`src/hdl/ditc_pkg.sv`:
```
`timescale 1ns / 1ps
// ----------------------------------------------------------------------------
// ditc_pkg
// Shared types, constants and the digit encoder for int_to_digit_string.
// ----------------------------------------------------------------------------
package ditc_pkg;

   localparam int BASE_W = 6;
   localparam int CHAR_W = 8;
   localparam int TLEN_W = 6;

   localparam logic [BASE_W-1:0] BASE_MIN   = 6'd2;
   localparam logic [BASE_W-1:0] BASE_MAX   = 6'd36;
   localparam logic [BASE_W-1:0] BASE_RESET = 6'd10;
   localparam logic [BASE_W-1:0] BASE_TEN   = 6'd10;
   localparam logic [BASE_W-1:0] DIGIT_NINE = 6'd9;

   localparam logic [CHAR_W-1:0] CHAR_NUL   = 8'h00;
   localparam logic [CHAR_W-1:0] CHAR_ZERO  = 8'h30;
   localparam logic [CHAR_W-1:0] CHAR_LOWA  = 8'h61;
   localparam logic [CHAR_W-1:0] CHAR_MINUS = 8'h2d;

   // register index of number_base
   localparam logic REG_NUMBER_BASE = 1'b0;

   typedef logic [BASE_W-1:0] digit_type;

   // map a digit value to its ASCII character
   function automatic logic [CHAR_W-1:0] digit_char(input digit_type d);
      logic [CHAR_W-1:0] c;
      if (d > DIGIT_NINE) begin
         c = CHAR_LOWA + {2'b00, d} - {2'b00, BASE_TEN};
      end else begin
         c = CHAR_ZERO + {2'b00, d};
      end
      return c;
   endfunction

endpackage

```
`src/hdl/int_to_digit_string.sv`:
```
`timescale 1ns / 1ps
// ----------------------------------------------------------------------------
// int_to_digit_string
// Converts a signed integer to its ASCII digit string in a configurable base.
// ----------------------------------------------------------------------------
// Usage:
//  - req_ channel takes one VALUE_WIDTH-bit value per transaction.
//  - rsp_ channel returns a run of characters: NUL, digits least significant
//    first, then '-' for a negative value in base ten. The final character
//    has rsp_is_last set and carries the run length in rsp_total_length.
//  - csr_ port holds number_base at address 0 (saturated to 2..36 on use).
//  - Conversion uses a row of VALUE_WIDTH digit cells fed one value bit per
//    cycle, MSB first; carries travel one cell per cycle.
//  - Emission then sends the characters one by one through the output
//    register (2 to VALUE_WIDTH+1 of them), and the next value is accepted
//    once the last character is in the output register.
//  - A stalled receiver holds the output register and the emission sequence.
//  - Reset empties the output, returns to idle and sets number_base to 10.
// ----------------------------------------------------------------------------
module int_to_digit_string
   import ditc_pkg::*;
#(
   parameter int VALUE_WIDTH = 32
)
(
   input  logic                    clock,
   input  logic                    reset,
   input  logic                    req_valid,
   output logic                    req_ready,
   input  logic [VALUE_WIDTH-1:0]  req_value,
   output logic                    rsp_valid,
   input  logic                    rsp_ready,
   output logic [CHAR_W-1:0]       rsp_character,
   output logic                    rsp_is_last,
   output logic [TLEN_W-1:0]       rsp_total_length,
   input  logic                    csr_psel,
   input  logic                    csr_penable,
   input  logic                    csr_pwrite,
   input  logic [2:0]              csr_paddr,
   input  logic [31:0]             csr_pwdata,
   output logic [31:0]             csr_prdata,
   output logic                    csr_pready
);

   localparam int CNT_W = $clog2(2*VALUE_WIDTH);
   localparam int ND_W  = $clog2(VALUE_WIDTH+1);
   localparam int IDX_W = $clog2(VALUE_WIDTH+3);
   localparam logic [CNT_W-1:0] CNT_FEED_END = CNT_W'(VALUE_WIDTH);
   localparam logic [CNT_W-1:0] CNT_LAST     = CNT_W'(2*VALUE_WIDTH-1);

   localparam logic [1:0] ST_IDLE = 2'd0;
   localparam logic [1:0] ST_CONV = 2'd1;
   localparam logic [1:0] ST_EMIT = 2'd2;

   logic [1:0]             state_ff, state_in;
   logic [CNT_W-1:0]       cnt_ff, cnt_in;
   logic [VALUE_WIDTH-1:0] mag_ff, mag_in;
   logic                   minus_ff, minus_in;
   digit_type              base_ff, base_in;
   digit_type              cfg_base_ff, cfg_base_in;
   logic [ND_W-1:0]        ndig_ff, ndig_in;
   logic [IDX_W-1:0]       idx_ff, idx_in;
   logic [VALUE_WIDTH-1:0] runsh_ff;
   logic [VALUE_WIDTH-1:0] run, fin, nz;
   logic [VALUE_WIDTH-1:0] carry;
   digit_type              digits [VALUE_WIDTH];
   logic                   rvalid_ff, rvalid_in;
   logic [CHAR_W-1:0]      rchar_ff, rchar_in;
   logic                   rlast_ff, rlast_in;
   logic [TLEN_W-1:0]      rlen_ff, rlen_in;

   logic                   accept, out_free, start, shift, cfg_wr;
   logic [VALUE_WIDTH-1:0] neg_val;
   digit_type              cfg_sat;
   logic [ND_W-1:0]        nd_eff;
   logic [IDX_W-1:0]       total;

   assign accept   = req_valid && req_ready;
   assign out_free = !rvalid_ff || rsp_ready;
   assign start    = accept;
   assign neg_val  = ~req_value + VALUE_WIDTH'(1);

   // saturate the configured base
   always_comb begin
      cfg_sat = cfg_base_ff;
      if (cfg_base_ff < BASE_MIN) begin
         cfg_sat = BASE_MIN;
      end else if (cfg_base_ff > BASE_MAX) begin
         cfg_sat = BASE_MAX;
      end
   end

   // enable token row: cell 0 steps while bits are fed, each higher cell on the registered enable of the cell below
   always_comb begin
      run[0] = (state_ff == ST_CONV) && (cnt_ff < CNT_FEED_END);
      for (int k = 1; k < VALUE_WIDTH; k++) begin
         run[k] = runsh_ff[k-1];
      end
      fin = runsh_ff & ~run;
   end

   assign nd_eff = (ndig_ff == '0) ? ND_W'(1) : ndig_ff;
   assign total  = IDX_W'(nd_eff) + IDX_W'(1) + IDX_W'(minus_ff);
   assign shift  = (state_ff == ST_EMIT) && out_free && (idx_ff != '0)
                   && (idx_ff <= IDX_W'(nd_eff));

   // digit cell row
   for (genvar k = 0; k < VALUE_WIDTH; k++) begin : g_cell
      digit_type sin;
      logic      cin;
      if (k == VALUE_WIDTH-1) begin : g_top
         assign sin = '0;
      end else begin : g_mid
         assign sin = digits[k+1];
      end
      if (k == 0) begin : g_first
         assign cin = mag_ff[VALUE_WIDTH-1];
      end else begin : g_rest
         assign cin = carry[k-1];
      end
      ditc_cell u_cell (
         .clock     (clock),
         .reset     (reset),
         .clear     (start),
         .step_en   (run[k]),
         .carry_in  (cin),
         .base      (base_ff),
         .shift_en  (shift),
         .shift_in  (sin),
         .digit     (digits[k]),
         .carry_out (carry[k])
      );
      assign nz[k] = (digits[k] != '0);
   end

   // sequencer and output register
   always_comb begin
      state_in  = state_ff;
      cnt_in    = cnt_ff;
      mag_in    = mag_ff;
      minus_in  = minus_ff;
      base_in   = base_ff;
      ndig_in   = ndig_ff;
      idx_in    = idx_ff;
      rvalid_in = rvalid_ff && !rsp_ready;
      rchar_in  = rchar_ff;
      rlast_in  = rlast_ff;
      rlen_in   = rlen_ff;
      case (state_ff)
         ST_IDLE: begin
            if (accept) begin
               minus_in = req_value[VALUE_WIDTH-1] && (cfg_sat == BASE_TEN);
               mag_in   = minus_in ? neg_val : req_value;
               base_in  = cfg_sat;
               cnt_in   = '0;
               ndig_in  = '0;
               state_in = ST_CONV;
            end
         end
         ST_CONV: begin
            mag_in = {mag_ff[VALUE_WIDTH-2:0], 1'b0};
            if ((fin & nz) != '0) begin
               ndig_in = ND_W'(cnt_ff - CNT_FEED_END + CNT_W'(1));
            end
            cnt_in = cnt_ff + CNT_W'(1);
            if (cnt_ff == CNT_LAST) begin
               idx_in   = '0;
               state_in = ST_EMIT;
            end
         end
         ST_EMIT: begin
            if (out_free) begin
               rvalid_in = 1'b1;
               if (idx_ff == '0) begin
                  rchar_in = CHAR_NUL;
               end else if (idx_ff <= IDX_W'(nd_eff)) begin
                  rchar_in = digit_char(digits[0]);
               end else begin
                  rchar_in = CHAR_MINUS;
               end
               rlast_in = (idx_ff == total - IDX_W'(1));
               rlen_in  = rlast_in ? TLEN_W'(total) : '0;
               idx_in   = idx_ff + IDX_W'(1);
               if (rlast_in) begin
                  state_in = ST_IDLE;
               end
            end
         end
         default: begin
            state_in = ST_IDLE;
         end
      endcase
   end

   // register write
   assign cfg_wr = csr_psel && csr_penable && csr_pwrite && csr_pready;
   always_comb begin
      cfg_base_in = cfg_base_ff;
      if (cfg_wr && (csr_paddr[2] == REG_NUMBER_BASE)) begin
         cfg_base_in = csr_pwdata[BASE_W-1:0];
      end
   end

   always_ff @(posedge clock) begin
      mag_ff   <= mag_in;
      minus_ff <= minus_in;
      base_ff  <= base_in;
      ndig_ff  <= ndig_in;
      idx_ff   <= idx_in;
      cnt_ff   <= cnt_in;
      rchar_ff <= rchar_in;
      rlast_ff <= rlast_in;
      rlen_ff  <= rlen_in;
      if (reset) begin
         state_ff    <= ST_IDLE;
         runsh_ff    <= '0;
         rvalid_ff   <= 1'b0;
         cfg_base_ff <= BASE_RESET;
      end else begin
         state_ff    <= state_in;
         runsh_ff    <= run;
         rvalid_ff   <= rvalid_in;
         cfg_base_ff <= cfg_base_in;
      end
   end

   assign req_ready        = (state_ff == ST_IDLE);
   assign rsp_valid        = rvalid_ff;
   assign rsp_character    = rchar_ff;
   assign rsp_is_last      = rlast_ff;
   assign rsp_total_length = rlen_ff;
   assign csr_pready       = 1'b1;
   assign csr_prdata       = (csr_paddr[2] == REG_NUMBER_BASE)
                             ? {26'd0, cfg_base_ff} : 32'd0;

endmodule

```
`src/hdl/ditc_cell.sv`:
```
`timescale 1ns / 1ps
// ----------------------------------------------------------------------------
// ditc_cell
// One digit of the conversion chain: doubles its digit and adds the carry
// from its lower neighbor, reducing modulo the base; also shifts digits down.
// ----------------------------------------------------------------------------
module ditc_cell
   import ditc_pkg::*;
(
   input  logic      clock,
   input  logic      reset,
   input  logic      clear,
   input  logic      step_en,
   input  logic      carry_in,
   input  digit_type base,
   input  logic      shift_en,
   input  digit_type shift_in,
   output digit_type digit,
   output logic      carry_out
);

   digit_type          digit_ff, digit_in;
   logic               carry_ff, carry_in_nxt;
   logic [BASE_W:0]    dbl;
   logic               over;

   // double and add carry, reduce once
   always_comb begin
      dbl          = {digit_ff, carry_in};
      over         = (dbl >= {1'b0, base});
      digit_in     = digit_ff;
      carry_in_nxt = 1'b0;
      if (clear) begin
         digit_in = '0;
      end else if (step_en) begin
         digit_in     = over ? BASE_W'(dbl - {1'b0, base}) : BASE_W'(dbl);
         carry_in_nxt = over;
      end else if (shift_en) begin
         digit_in = shift_in;
      end
   end

   always_ff @(posedge clock) begin
      digit_ff <= digit_in;
      if (reset) begin
         carry_ff <= 1'b0;
      end else begin
         carry_ff <= clear ? 1'b0 : carry_in_nxt;
      end
   end

   assign digit     = digit_ff;
   assign carry_out = carry_ff;

endmodule

```
`config.mk`:
```
export PLATFORM = sky130hd
export DESIGN_NAME = int_to_digit_string
export DESIGN_NICKNAME = d
export VERILOG_FILES = /design/src/hdl/ditc_pkg.sv /design/src/hdl/int_to_digit_string.sv /design/src/hdl/ditc_cell.sv
export SDC_FILE = /design/constraint.sdc
export NUM_CORES = 1
export LEC_CHECK = 0
export BUFFER_PORTS_ARGS = -buffer_cell sky130_fd_sc_hd__buf_2
export CORE_MARGIN = 3
export CORE_UTILIZATION = 57
export DETAILED_ROUTE_END_ITERATION = 12
export PLACE_DENSITY_LB_ADDON = 0.25
export SYNTH_ARGS = -nofsm -noshare
export SYNTH_HDL_FRONTEND = slang
export SYNTH_SLANG_ARGS = --single-unit
export TNS_END_PERCENT = 1
```
`constraint.sdc`:
```
create_clock -name clock -period 5.3 [get_ports clock]
set_input_delay 1.06 -clock clock [delete_from_list [all_inputs] [get_ports clock]]
set_output_delay 1.06 -clock clock [all_outputs]
set_load 0.02 [all_outputs]
```
==> results of run 1 <==
==> tightest hold or removal path: cells and delay by family, from the launching register on <==
family          cells  cell delay (ns)
flops               1             0.31
compound gates      1             0.08
simple gates        1             0.05
==> metrics by stage <==
step | area [um2] | hold WS, ns | cells | total power, mW | setup slack, ns
finish | 26400 | 0.481 | 3493 | 6.53 | 1.63
global route | 26400 | 0.501 | 3493 | 6.78 | 1.33
CTS | 26400 | 0.481 | 3493 | 6.56 | 1.67
detailed placement | 25100 | 0.472 | 3425 | 3.79 | 1.69
global placement | 25100 | 0.462 | 3425 | 3.74 | 1.75
floorplan | 24700 | 0.455 | 2932 | 3.56 | 0.231
==> cells by family (layout without fill, tap and decap cells) <==
logic type | after synthesis | in the layout
multiplexers | 121 | 121
XOR/XNOR | 150 | 150
other | 2 | 27
buffers and inverters | 330 | 314
adder cells (fa/ha/maj) | 244 | 244
flip-flops | 336 | 336
AND/OR/NAND/NOR | 852 | 852
AO/OA/AOI/OAI | 872 | 872
==> flip-flops by register name, indices dropped and copies added, names as in the netlist, 6 cells and up <==
| register | flops |
|---|---|
| mag_ff | 32 |
| g_cell.u_cell.carry_out | 31 |
| base_ff | 6 |
| ndig_ff | 6 |
| g_cell.u_cell.digit | 192 |
| rsp_total_length | 6 |
| rsp_character | 8 |
| cnt_ff | 6 |
| cfg_base_ff | 6 |
| idx_ff | 6 |
| runsh_ff | 32 |
==> path summary, 6_finish.rpt <==
| check | to | from | cells past startpoint | slack [ns] |
|---|---|---|---|---|
| worst max-delay path | g_cell[8].u_cell.digit[0] | idx_ff[3] | 9 | 1.63 |
| worst min-delay path | g_cell[3].u_cell.digit[0] | g_cell[2].u_cell.carry_out | 2 | 0.48 |
| worst max register to register | g_cell[8].u_cell.digit[0] | idx_ff[3] | 9 | 1.63 |
| worst min register to register | g_cell[3].u_cell.digit[0] | g_cell[2].u_cell.carry_out | 2 | 0.48 |
==> power by group <==
group	total (mW)	leakage (nW)	switching [mW]	internal, mW
combinational	0.960	6.86	0.598	0.362
sequential	2.79	2.82	0.0715	2.72
clock	2.78	0.646	1.10	1.68
==> layout make-up <==
cell class	instances	area (um2)
fill	3602	15900
multi-input combinational	2266	15800
sequential	336	7450
clock buffer	59	1180
tap	577	722
inverter	160	606
timing repair buffer	86	513
clock inverter	9	120
==> metal layers <==
metal / vias to the layer above / part of all wire (%)
li1: 10542 / -
met1: 10099 / 46
met2: 520 / 48
met3: 103 / 4.7
met4: 0 / 2.1
met5: - / 0
==> cells in the final DEF (no fill, tap or decap), types with 26 or more instances in the layout <==
| cell | instances |
|---|---|
| sky130_fd_sc_hd__nand4_1 | 33 |
| sky130_fd_sc_hd__o21ai_1 | 97 |
| sky130_fd_sc_hd__clkbuf_16 | 42 |
| sky130_fd_sc_hd__xnor2_1 | 45 |
| sky130_fd_sc_hd__a311oi_1 | 26 |
| sky130_fd_sc_hd__mux2i_1 | 76 |
| sky130_fd_sc_hd__inv_1 | 148 |
| sky130_fd_sc_hd__edfxtp_1 | 72 |
| sky130_fd_sc_hd__a21oi_1 | 227 |
| sky130_fd_sc_hd__mux2_1 | 42 |
| sky130_fd_sc_hd__o32ai_1 | 28 |
| sky130_fd_sc_hd__nor2_1 | 337 |
| sky130_fd_sc_hd__dfxtp_1 | 264 |
| sky130_fd_sc_hd__a21o_1 | 63 |
| sky130_fd_sc_hd__nor2b_1 | 164 |
| sky130_fd_sc_hd__nor4_1 | 38 |
| sky130_fd_sc_hd__o21ai_0 | 67 |
| sky130_fd_sc_hd__ha_1 | 212 |
| sky130_fd_sc_hd__fa_1 | 32 |
| sky130_fd_sc_hd__xor2_1 | 104 |
| sky130_fd_sc_hd__a211oi_1 | 304 |
| sky130_fd_sc_hd__buf_2 | 68 |
| sky130_fd_sc_hd__or4_1 | 31 |
| sky130_fd_sc_hd__conb_1 | 27 |
| sky130_fd_sc_hd__nor3_1 | 27 |
| sky130_fd_sc_hd__nand2_1 | 144 |
==> reports/results.txt, run 1 <==
The flow ran to the end, and the final reports show no timing, DRC or antenna violations. Sorting the synthesized cells by how often they occur yields sky130_fd_sc_hd__nor2_1 (337), sky130_fd_sc_hd__a211oi_1 (304), sky130_fd_sc_hd__dfxtp_1 (264), sky130_fd_sc_hd__a21oi_1 (227), sky130_fd_sc_hd__ha_1 (212). For the cell count after synthesis, the log shows 2,907. The tools report the routing usage on met3 as 3.07%. The share of the synthesized area in the top cell type is 21.5%.

Setup repair after global routing left no endpoint under its margin. The detailed router placed 21,264 vias in this run. 0 antenna diodes ended up in the layout. The worst setup path is launched from a flop. The later pin in the worst-skew pair is clocked with a latency of 0.56 ns. Post-cts repair resize count: 0.

The die is 214 um tall. The tools report the wire length after detailed routing as 62.5 mm. Summing the areas of all compound-gate instances in the mapped netlist gives 23.2% of the synthesized area.

The buffers inserted during post-CTS setup optimization was 0. For the first-pass iteration count of the detailed router, the log shows 6. The worst path needs 3.67 ns of the cycle, external delays included. The kind of cell with the highest combined delay along the critical path is compound AO/OA/AOI/OAI gates. The run gives 91 as the largest net degree at the start of global routing. After clock tree synthesis, the clock-pin slew on the worst setup and hold paths is 0.06 ns. The core occupancy in the finished layout is 62.4%.

The netlist uses 71 different library cells. The fraction of layout instances using a drive strength above 1 was 6.52%. The tools report the starting density of the core as 58.1%. TritonCTS built the clock tree.

The tools report the required time reported for the critical path endpoint as 5.74 ns. Routability-driven placement finished with a final weighted congestion of 0.878. In this design, the stage delay of the slowest critical-path cell is 0.74 ns.

The core box area came out at 0.0423 mm2. The slowest stage of the critical path belongs to the cell sky130_fd_sc_hd__and3_4. After layout, the worst path uses 69.3% of the clock period. After synthesis, the share of flip-flops with an asynchronous set or reset is 0%.

For this run, the number of Yosys warnings is 0. Dividing total power by cell area gives a power density of 247 mW/mm2. Data on the critical path arrives at its endpoint at 4.11 ns. The measured slew at the worst slew-check pin was 1.26 ns.

Summed over all layers, the global routing overflow is 0. The buffering stage count on the worst path with inverters included works out to 1. The clock passes through at most 3 buffers. Top flip-flop cell by instance count after synthesis: sky130_fd_sc_hd__dfxtp_1. The net count of the finished layout is 3,207. The first-iteration detailed-routing DRC count is 1,445, and the number of port buffers is 68.

The die is 214 um wide. Setup violations remaining at the end of the flow were counted as 0. Detailed placement finished with a half-perimeter wire length of 42.5 mm. The initialized floorplan defines 75 standard-cell rows.

The tools report the combined global-route utilization of all metal layers as 26.8%. The area growth from synthesis to layout is 7.50%. In the final routed layout, each cell accounts on average for 17.9 um.

For the post-synthesis instance area, the log shows 0.0246 mm2. The fraction of the mapped netlist area in adder cells came out at 13.4%. The clock sink count is 336, and the met2 capacity usage during global routing is 45.9%. Using the TritonRoute via totals, the vias-per-cell ratio works out to 6.09.

Mux share of post-synthesis cell area: 5.16%. After synthesis, the largest family of logic cells by area is compound AO/OA/AOI/OAI gates. The first global-routing pass estimated 101 mm of wire. In this run the remaining antenna-violating nets after routing total 0. Traced cell by cell, the critical path runs through ha_1 > a211oi_1 > nor2_1 > o31ai_2 > and3_4 > buf_12 > mux2i_1 > nor2_1 > a311oi_1. The via count of the first global-routing pass came out at 20,288.

Yosys attributes the largest share of cell area to sky130_fd_sc_hd__dfxtp_1 (21%), sky130_fd_sc_hd__ha_1 (11%), sky130_fd_sc_hd__a211oi_1 (9.3%), sky130_fd_sc_hd__edfxtp_1 (8.8%), sky130_fd_sc_hd__nor2_1 (5.1%). The leakage dissipation is 10.3 nW, and the initial antenna violation count is 1. The met1 usage in global routing was 36.0%; the post-detailed-route DRC marker count was 0.

Total count of hold-check failures in the final report: 0. For this design the top-level I/O count stands at 124. The number of max-slew violations in the final report came out at 0. For the maximum ir drop on the vdd rail, the log shows 0.203 mV.

The most heavily used metal layer in global routing is met2. In this run the tightest slew margin relative to its limit is 14.9%. Buffers inserted during clock tree synthesis total 39. For this design, the CTS-stage hold fixing added 0 buffers.

For the final database, setup skew stands at 0.0221 ns. The critical path class is flop to flop. Fraction of synthesized cell area in xor and xnor cells: 5.40%.

Max-cap violations in this run came to 0. The tree is rooted in a sky130_fd_sc_hd__clkbuf_16. Summing the sequential cell areas from Yosys gives 30.3% of the chip area. Category of the worst setup path capture point: a flop. The H-tree was split into 2 levels. The worst-path maximum fanout came out at 90. The most numerous cell type found on the critical path is sky130_fd_sc_hd__nor2_1.

The tools report the area of the die as 0.0457 mm2. sky130_fd_sc_hd__dfxtp_1 takes more of the synthesized area than any other cell. The synthesized design contains 72 enable-type register cells.

The synthesized design contains 336 register bits. The path class of the tightest hold or removal check is flop to flop. The synthesized netlist devotes 16.9% of its cell area to simple gates. The dominant cell by count in the synthesized netlist is sky130_fd_sc_hd__nor2_1. The final sum of negative setup slack was 0 ns. The average instance area after synthesis works out to 8.46 um2.

Based on the critical path, the design can be clocked at up to 272 MHz.
Note: power is estimated with default switching activity, not from simulation.
==> run 2: changes to the inputs <==
--- a/config.mk
+++ b/config.mk
@@ -5,6 +5,7 @@
 export SDC_FILE = /design/constraint.sdc
 export NUM_CORES = 1
 export LEC_CHECK = 0
+export ABC_AREA = 1
 export BUFFER_PORTS_ARGS = -buffer_cell sky130_fd_sc_hd__buf_2
 export CORE_MARGIN = 3
 export CORE_UTILIZATION = 57
==> constraint.sdc (replaced) <==
create_clock -name clock -period 2.95 [get_ports clock]
set_input_delay 0.59 -clock clock [delete_from_list [all_inputs] [get_ports clock]]
set_output_delay 0.59 -clock clock [all_outputs]
set_load 0.02 [all_outputs]
==> reports/results.txt, run 2 <==
The final critical path time including I/O delays and setup is 2.72 ns, and the met1 usage in global routing is 38.8%. In this run the remaining antenna-violating nets after routing total 0. The buffering stage count on the worst path with inverters included came out at 4.

For this run, the slowest stage of the critical path takes 0.41 ns. The share of the clock period used by the worst path was 92.2%. Walking the worst path, the cells encountered are buf_4 > buf_4 > inv_1 > ha_1 > nand2_1 > nor2_1 > o21ai_1 > o211ai_2 > nand2_2 > nand3_4 > buf_6 > nand2_1 > o21ai_0 > nor2_1 > nor2_1.

The die is 217 um tall. The first routing iteration left 2,244 violations. For the total global routing overflow, the log shows 0. Before antenna repair, the detailed router went through 6 iterations.

The tools report the wire length after detailed routing as 68.5 mm. Data on the critical path is required at its endpoint by 3.39 ns. Grouping stages by cell kind, the critical path spends the most delay in simple AND/OR/NAND/NOR gates.

The floorplan step defined a die boundary enclosing 0.0470 mm2. 124 I/O pins were placed. Summing over every cut layer, the via total after detailed routing is 25,180.

The setup path with the least slack is of type flop to flop. For this run, the number of Yosys warnings is 0. TritonCTS built the clock tree.

After synthesis, the most frequently instantiated cells are sky130_fd_sc_hd__nand2_1 (612), sky130_fd_sc_hd__o21ai_0 (374), sky130_fd_sc_hd__nor2_1 (369), sky130_fd_sc_hd__inv_1 (333), sky130_fd_sc_hd__a21oi_1 (307). The worst hold path belongs to the class primary input to flop. The share of synthesized area in the top cell type comes to 20.9%. 0 antenna diodes ended up in the layout. The ratio of routed vias to standard cells was 5.98. Dominant cell by count in the synthesized netlist: sky130_fd_sc_hd__nand2_1. The routing usage on met3 was 3.18%. After clock tree synthesis, the clock-pin slew on the worst setup and hold paths is 0.06 ns.

For the post-synthesis instance area, the log shows 0.0253 mm2. The mean routed wirelength per cell is 16.3 um, and the fraction of layout instances using a drive strength above 1 is 5.82%. For this run, the post-layout net count is 3,914. The maximum ir drop on the vdd rail came out at 0.392 mV.

Launch point of the worst path: ndig_ff[4]. The tools report the number of placed instances with taps included as 4,136. The initial antenna violation count was 0; the number of failing setup endpoints in the final timing report was 0.

Headroom to the max-slew limit came out at 38.4%. For this configuration, the core starts out at a cell density of 58.3%. Counting instances, the worst hold path has a depth of 3. Of all nets on the critical path, the largest fanout is 41.

Counting the buffers created by CTS gives 38. Ranked by total cell area, the synthesized netlist is headed by sky130_fd_sc_hd__dfxtp_1 (21%), sky130_fd_sc_hd__ha_1 (10%), sky130_fd_sc_hd__nand2_1 (9.1%), sky130_fd_sc_hd__edfxtp_1 (8.5%), sky130_fd_sc_hd__o21ai_0 (7.4%). The critical register-to-register path endpoint was g_cell[27].u_cell.digit[5]. The critical-path cell with the highest stage delay was sky130_fd_sc_hd__edfxtp_1. Yosys mapped a number of flops with a built-in enable equal to 72. The number of storage elements in the synthesis netlist came out at 336.

The flow ran to the end, and the final reports show no timing, DRC or antenna violations. The register with the most flip-flops in the layout has 192 of them. The area growth from synthesis to layout is 8.39%. In this run the most used layer during global routing was met2.

The clock net in this run drives a total of 336 sinks. In this run the critical register-to-register path is launched from ndig_ff[4]. The most prevalent standard cell on the critical path was sky130_fd_sc_hd__nor2_1.

The tools report the worst min-delay path startpoint as csr_pwdata[1]. The run gives 23,711 as the via count of the first global-routing pass. The worst setup path is captured at a flop. The worst register-to-register path has a setup slack of 0.23 ns. Static timing analysis puts the maximum clock frequency at 368 MHz. For this run, the total global-route usage over all layers was measured as 28.6%. For this design the ratio of total power to cell area is 433 mW/mm2. The fraction of registers with async set/reset works out to 0%. Across the run, the number of max-cap violations was 0. Counting cells, the worst reg-to-reg path comes to 15.

Synthesis handed over a netlist of 3,583 instances. Summing the sequential cell areas from Yosys gives 29.4% of the chip area. The tools report the total half-perimeter wirelength after legalization and detailed placement as 48.0 mm. In the synthesized netlist the dominant register cell turns out to be sky130_fd_sc_hd__dfxtp_1. The H-tree was split into 2 levels. The leakage dissipation is 11.7 nW. The first global-routing pass estimated 114 mm of wire. In this run the number of cells on the critical path is 15. Leading cell type in the layout, fill and taps excluded: sky130_fd_sc_hd__nand2_1. The longest clock path from root to sink contains 3 buffers. Total count of hold-check failures in the final report: 0. Hold path endpoint: cfg_base_ff[1]. Counting distinct cell types in the post-synthesis netlist gives 43.

For the pin with the worst max-slew slack, the measured transition is 0.923 ns. Entering global routing, the biggest net connects 132 pins. In the global route stage, met2 resource usage came out at 47.3%. The average instance area after synthesis came out at 7.07 um2. Clock tree synthesis selected as its root buffer the cell sky130_fd_sc_hd__clkbuf_16. For the weighted congestion at the end of routability-driven global placement, the log shows 0.920. Leaving out fill and tap cells, the most frequent cells in the layout are sky130_fd_sc_hd__nand2_1 (609), sky130_fd_sc_hd__o21ai_0 (373), sky130_fd_sc_hd__nor2_1 (367), sky130_fd_sc_hd__inv_1 (327), sky130_fd_sc_hd__a21oi_1 (306).

The tools report the cell row count as 76. After detailed routing, the number of remaining DRC violations is 0. The run gives 0.55 ns as the insertion delay of the later-clocked pin in the worst-skew pair. The worst setup path is launched from a flop.

The data arrival at the endpoint of the critical path was 3.16 ns. The post-placement worst setup slack is 0.190 ns, and the non-filler instance count after layout is 4,211. The floorplan step defined a core boundary enclosing 0.0435 mm2. The number of max-slew violations in the final report was 0; the final critical-path setup slack was 0.229 ns. The number of port buffers was 68; the worst clock skew was 0.0117 ns. The run gives 0 as the count of hold-fix buffers inserted at cts. Of all cell types, the one taking the most synthesized area is sky130_fd_sc_hd__dfxtp_1. The die is 217 um wide.
## run 2: cell types whose count changed after synthesis, moves of 150 or more
| cell | delta |
|---|---|
| sky130_fd_sc_hd__nand2_1 | +468 |
| sky130_fd_sc_hd__nor2b_1 | -165 |
| sky130_fd_sc_hd__o21ai_0 | +307 |
| sky130_fd_sc_hd__o211ai_1 | +150 |
| sky130_fd_sc_hd__inv_1 | +180 |
| sky130_fd_sc_hd__a211oi_1 | -277 |
| sky130_fd_sc_hd__nand3_1 | +185 |
## run 2: where the power goes
group,internal [mW],switching [mW]
Clock,3.05,1.99
Combinational,0.631,1.24
Sequential,4.87,0.106
## run 2: per-layer routing
layer | share of wire, % | up-vias | wire length [um]
met1 | 44 | 11747 | 30200
met2 | 46 | 877 | 31500
li1 | - | 12379 | -
met5 | 0 | - | 0
met4 | 3.6 | 0 | 2460
met3 | 6.3 | 177 | 4330
## run 2: how the worst max path moves through the flow
stage                                       endpoint  slack [ns]
final                     g_cell[27].u_cell.digit[5]        0.23
after global routing      g_cell[27].u_cell.digit[5]       -0.02
after CTS                        rsp_total_length[2]        0.17
after detailed placement         rsp_total_length[2]        0.19
after global placement           rsp_total_length[2]        0.25
after floorplan           g_cell[27].u_cell.digit[2]       -1.29
## run 2: logic make-up (layout without fill, tap and decap cells)
family                     after synthesis  in the layout  share of synthesized area, %
adders and majority gates              244            244                          13.0
buffers and inverters                  495            513                          8.18
other                                    2             27                        0.0297
DFF                                    336            336                          29.4
xor gates and xnor gates               117            117                          4.05
and+or+nand+nor                       1373           1373                          23.2
AOI/OAI and AO/OA                     1016           1016                          22.1
## run 2: repair_timing
| action | in CTS | in global routing |
|---|---|---|
| endpoints found under the setup margin | 0 | 9 |
| setup buffers | 0 | 5 |
| resized for setup | 0 | 9 |
## run 2: cell type report
cell class              count  area (um2)
repair buffers            107         749
well taps                 585         732
clock inverters            12         166
flip-flops and latches    336        7450
clock buffers              58        1150
multi-input cells        2777       15900
inverters                 336        1260
fillers                  3870       16000
## run 2: per-stage QoR
step	total power [mW]	cell area, um2	hold WS [ns]	setup TNS, ns	utilization, %
3_5_place_dp	6.90	26100	0.476	0	60.0
6_report	11.9	27500	0.267	0	63.2
4_1_cts	11.9	27400	0.244	0	63.0
3_3_place_gp	6.83	26100	0.484	0	60.0
2_1_floorplan	6.43	25400	0.458	-277.20	-
5_1_grt	12.4	27500	0.278	-0.0443	63.2
## run 2: tightest hold or removal path: cells and delay by family
kind / cells / cell delay, ns
AND/OR/NAND/NOR: 1 / 0.04
AO/OA/AOI/OAI: 1 / 0.06
buffers and inverters: 1 / 0.08
